===== config.mk =====
export PLATFORM = sky130hd
export DESIGN_NAME = csa_cell
export DESIGN_NICKNAME = d
export VERILOG_FILES = /design/src/design/csa_pkg.sv /design/src/design/csa_cell.sv
export SDC_FILE = /design/constraint.sdc
export NUM_CORES = 1
export LEC_CHECK = 0
export BUFFER_PORTS_ARGS = -buffer_cell sky130_fd_sc_hd__buf_2
export CAP_MARGIN = 30
export CORE_MARGIN = 5
export CORE_UTILIZATION = 41
export DETAILED_ROUTE_END_ITERATION = 12
export PLACE_DENSITY_LB_ADDON = 0.2
export SKIP_CTS_REPAIR_TIMING = 1
export SYNTH_ARGS = -nofsm -noshare
export SYNTH_HDL_FRONTEND = slang
export SYNTH_SLANG_ARGS = --single-unit

===== constraint.sdc =====
create_clock -name i_clk -period 2.49 [get_ports i_clk]
set_clock_uncertainty 0.15 [all_clocks]
set_input_delay 0.498 -clock i_clk [delete_from_list [all_inputs] [get_ports i_clk]]
set_output_delay 0.498 -clock i_clk [all_outputs]
set_load 0.02 [all_outputs]

===== src/design/csa_pkg.sv =====
// Package with the request and response types, command codes and status codes of the allocator.
`timescale 1ns / 1ps
package csa_pkg;

    typedef enum logic [1:0] {
        CMD_ALLOC   = 2'd0,
        CMD_RELEASE = 2'd1,
        CMD_COMPACT = 2'd2,
        CMD_NOP     = 2'd3
    } t_cmd;

    typedef enum logic [1:0] {
        FIT_FIRST = 2'd0,
        FIT_BEST  = 2'd1,
        FIT_WORST = 2'd2,
        FIT_BAD   = 2'd3
    } t_fit;

    typedef enum logic [1:0] {
        ST_OK       = 2'd0,
        ST_NO_FIT   = 2'd1,
        ST_NO_OWNER = 2'd2,
        ST_FULL     = 2'd3
    } t_status;

    typedef struct packed {
        logic [1:0]  cmd;
        logic [7:0]  owner_id;
        logic [20:0] req_size;
        logic [1:0]  fit_mode;
    } t_req;

    typedef struct packed {
        logic [1:0]  status;
        logic [19:0] grant_start;
    } t_rsp;

    // One table entry as held in a cell.
    typedef struct packed {
        logic        used;
        logic        free;
        logic [7:0]  owner;
        logic [20:0] start;
        logic [20:0] len;
    } t_seg;

    // Operation that the controller broadcasts to every cell.
    typedef enum logic [1:0] {
        OP_HOLD = 2'd0,
        OP_ROT  = 2'd1,
        OP_LOAD = 2'd2
    } t_op;

    typedef enum logic [2:0] {
        S_IDLE,
        S_SCAN,
        S_APPLY,
        S_FIX,
        S_RESP
    } t_state;

endpackage


===== src/design/csa_cell.sv =====
// One table slot of the rotating segment ring.
`timescale 1ns / 1ps
module csa_cell (
    input  logic           i_clk,
    input  logic           i_rst_n,
    input  logic           i_head,
    input  csa_pkg::t_op   i_op,
    input  csa_pkg::t_seg  i_prev,
    input  csa_pkg::t_seg  i_load,
    input  logic [20:0]    i_mem,
    output csa_pkg::t_seg  o_seg
);
    import csa_pkg::*;

    t_seg r_seg;
    t_seg n_seg;

    always_comb begin
        n_seg = r_seg;
        unique case (i_op)
            OP_HOLD: n_seg = r_seg;
            OP_ROT:  n_seg = i_prev;
            OP_LOAD: n_seg = i_load;
            default: n_seg = r_seg;
        endcase
    end

    always_ff @(posedge i_clk) begin
        if (!i_rst_n) begin
            r_seg.used  <= i_head;
            r_seg.free  <= 1'b1;
            r_seg.owner <= '0;
            r_seg.start <= '0;
            r_seg.len   <= i_head ? i_mem : 21'd0;
        end else begin
            r_seg <= n_seg;
        end
    end

    assign o_seg = r_seg;
endmodule


Word-level counts from Yosys, hierarchy flattened --
Cells that the tools add are included.
Cells by class: multiplexer cells 3, reductions and logical operators 1, equality and inequality tests 3
Operator list (number):
- $pmux 52 s2 | 1
- $mux 52 | 1
- $mux 21 | 1
- $ne 3x1->1 const B | 1
- $eq 2x1->1 const B | 1
- $eq 2x2->1 const B | 1
- $reduce_bool 2->1 | 1
Storage, ports and cells: bits in registers 52, output and inout bits 52

Longest topological paths before layout --
depth after elaboration 3, depth in mapped cells 6

Least setup slack after synthesis --
OpenSTA, ideal clock, no wires.
path type input -> register, start in i_op[0], end reg r_seg, in the netlist o_seg[0] (enable), buffers on the path 2, arrival time 1.663 ns, data required time 1.977 ns, slack 0.314 ns, library setup time 0.363 ns, stages on the path 5, cell sequence inv_1 -> ha_1 -> buf_6 -> buf_12 -> or3_1
Between the ends: cells in the longest elaborated chain, start to end 2, elaborated cells between the ends (all ways) 3, those cells by class 3 x eq/ne
RTL lines:
- from (decl) | line csa_cell.sv:7 | input csa_pkg::t_op i_op,
- $eq 2x2->1 or $eq 2x1->1 (tied branches) | line csa_cell.sv:20 | unique case (i_op)
- $ne 3x1->1 (no source line) (*)
- to (signal assigned) | line csa_cell.sv:36 | r_seg <= n_seg;
- to (decl) | line csa_cell.sv:15 | t_seg r_seg;
Every way passes the cells marked *; elsewhere a longest branch is shown, timed or not. A chain may end at the register's enable or synchronous reset.

Worst setup path after layout --
start in i_op[0], end reg r_seg, in the netlist o_seg[16], data pin
Between the ends: cells in the longest elaborated chain, start to end 3, elaborated cells between the ends (all ways) 4, those cells by class 2 x eq/ne; 2 x mux
RTL lines:
- $eq 2x2->1 or $eq 2x1->1 (tied branches) | line csa_cell.sv:20
- $pmux 52 s2 (*) | line csa_cell.sv:20
- $mux 52 (*) | line csa_cell.sv:29 | if (!i_rst_n) begin
Marked as above.

==> summary.md <==
| Metric | Value |
|---|---|
| Final Util | 57.6% |
| Area grow syn2layout | 39.0% |
| Reg2reg path depth | 2 |
| Port Buffers | 181 |
| Post-detail-place hpwl | 5.51 mm |
| Comb pwr share | 27.7% |
| Max reg flops | 52 |
| Hold depth | 2 |
| Slew Limit Fails | 0 |
| Status | finished, final reports clean |
| Measured slew at the worst slew-check pin | 0.537 ns |
| #FFs+latches synth | 52 |
| Int Pwr | 1440 uW |
| Crit path kind | in2reg |
| DRC Markers | 0 |
| Nets | 521 |
| Crit path DAT | 1.58 ns |
| TritonRoute pass-1 iters | 4 |
| Post-synth cell types | 19 |
| Initial antenna violation count | 0 |
| Grt ovf | 0 |
| Setup violators final | 0 |
| Ant diodes | 0 |
| Clock power share | 22.2% |
| Net Count, Synth | 346 |
| Seq pwr share | 50.1% |
| Worst-path clk slew | 0.09 ns |
| Die height | 89.4 um |
| Total CTS buffers | 5 |
| Longest Clk Path Bufs | 2 |
| Post-synthesis sequential area ratio | 48.7% |
| RSZ-0062 raised after global routing | false |
| Crit. End Element | register |
| # IOs | 182 |
| Switching share of power | 29.9% |
| Vias per inst | 4.99 |
| Worst VDD drop | 0.297 mV |
| R2r startpoint | o_seg[50] |
| Initial core utilization | 41.5% |
| Data required, critical path | 2.37 ns |
| Reg-to-Reg End | o_seg[50] |
| Die outline width | 89.4 um |
| Core area | 6240 um^2 |
| WHS Endpoint | o_seg[50] |
| Placed Cells | 459 |
| Die area | 8000 um^2 |
| CP max FO | 23 |
| TritonCTS clock tree | done |
| Static Leak | 0.00168 uW |
| Final Critical Period | 1.70 ns |
| Wire per inst | 15.3 um |
| Routed WL | 7.15 mm |
| Share of cells above drive strength 1 | 49.5% |
| Cell count after synthesis | 214 |
| PwrDens | 571 nW/um^2 |
| Largest net degree at the start of global routing | 52 |
| Min Hold Slack | 0.318 ns |
| Final period utilization | 68.1% |
| Max_cap viols | 0 |
| Number of global-route vias before repair | 2269 |
| YS warnings | 0 |
| Worst hold path type | in2reg |
| First-pass GRT wire length | 10.8 mm |
| Cell Area, Synth | 2590 um^2 |
| DRT iter0 DRCs | 75 |
| Rel. slew slack | 64.2% |
| Most common cell after layout, fill and taps aside | buf_2 |
| Non-Filler Instances | 467 |
| Setup TNS | 0 ns |
| Overall power | 2050 uW |
| Gr usage total | 17.3% |
| DR vias | 2332 |
| Fmax | 0.590 GHz |
| Syn Area/Cell | 12.1 um^2 |
| Antenna Nets Post-Route | 0 |
| Clk Latency, worst-skew pair | 0.29 ns |
| Gpl congestion | 0.722 |
| Clock sink total | 52 |
| Hold Path Origin | i_rst_n |
| R2R setup slack | 1.64 ns |
| Clock Tree Root | clkbuf_8 |
| CTS H-Tree Depth | 2 |
| Commonest cells after routing, fill and taps aside | buf_2 (181), mux2i_1 (52), nor2b_1 (30), dfxtp_1 (30), a211oi_1 (29) |
| Num rows | 29 |
| Final hold vios | 0 |
| Worst Setup Start Kind | primary input |
| Sw Pwr | 615 uW |
## worst max path at each step
stage	slack (ns)	start	cells past startpoint	to
2_1_floorplan	0.31	i_op[0]	5	o_seg[0]
3_3_place_gp	0.51	i_op[0]	6	o_seg[7]
3_5_place_dp	0.47	i_op[0]	6	o_seg[14]
4_1_cts	0.80	i_op[0]	6	o_seg[16]
5_1_grt	0.69	i_op[0]	6	o_seg[16]
6_report	0.79	i_op[0]	6	o_seg[16]
## metrics by stage
stage	instance area, um^2	worst slack (ns)
4_1_cts	3600	0.802
2_1_floorplan	2590	0.314
5_1_grt	3600	0.689
3_3_place_gp	3520	0.508
6_report	3600	0.795
3_5_place_dp	3520	0.470
## cells in the mapped netlist (all sizes together)
library cell	number	share of area (%)
or3	1	0.24
dfxtp	30	23
buf	7	3.8
ha	2	0.97
nor2b	30	7.3
a211oi	29	8.4
edfxtp	22	26
nand3b	1	0.29
mux2i	52	20
inv	3	0.44
o2bb2ai	20	6.8
o21ai	1	0.19
clkbuf	12	1.7
o21bai	1	0.29
clkinv	1	0.14
and3b	1	0.34
a31oi	1	0.24
## critical path: stages
cell,delay [ns]
buf_2,0.11
inv_1,0.09
ha_4,0.30
buf_12,0.23
mux2i_1,0.22
o2bb2ai_1,0.10
## power by group through the flow
stage	sequential [uW]	clock, uW	combinational (uW)
after floorplan	1170	0	213
after global placement	1050	0	566
after detailed placement	1050	0	575
after CTS	1030	477	577
after global routing	1040	510	621
final	1030	456	568
## layer usage
layer / global-route usage [%] / share of wire [%] / vias to the layer above
met4: 3.65 / 0.59 / 0
li1: - / - / 1161
met1: 22.0 / 39 / 1049
met3: 5.62 / 13 / 4
met5: 0 / 0 / -
met2: 29.0 / 47 / 118
## kinds of logic (layout without fill, tap and decap cells)
| logic type | Yosys count | in the layout | synth area share [%] |
|---|---|---|---|
| muxes | 52 | 52 | 20.1 |
| DFF | 52 | 52 | 48.7 |
| adders and majority gates | 2 | 2 | 0.967 |
| AOI/OAI and AO/OA | 52 | 52 | 15.9 |
| buffers and inverters | 23 | 199 | 6.14 |
| and+or+nand+nor | 33 | 33 | 8.12 |
## cell type report
| cell class | count | area [um^2] |
|---|---|---|
| fill | 565 | 2650 |
| sequential | 52 | 1260 |
| multi-input combinational | 139 | 1180 |
| timing repair buffer | 187 | 963 |
| tap | 77 | 96.3 |
| clock buffer | 7 | 76.3 |
| inverter | 4 | 15.0 |
| clock inverter | 1 | 3.75 |
Power figures use the tool's default switching activity.
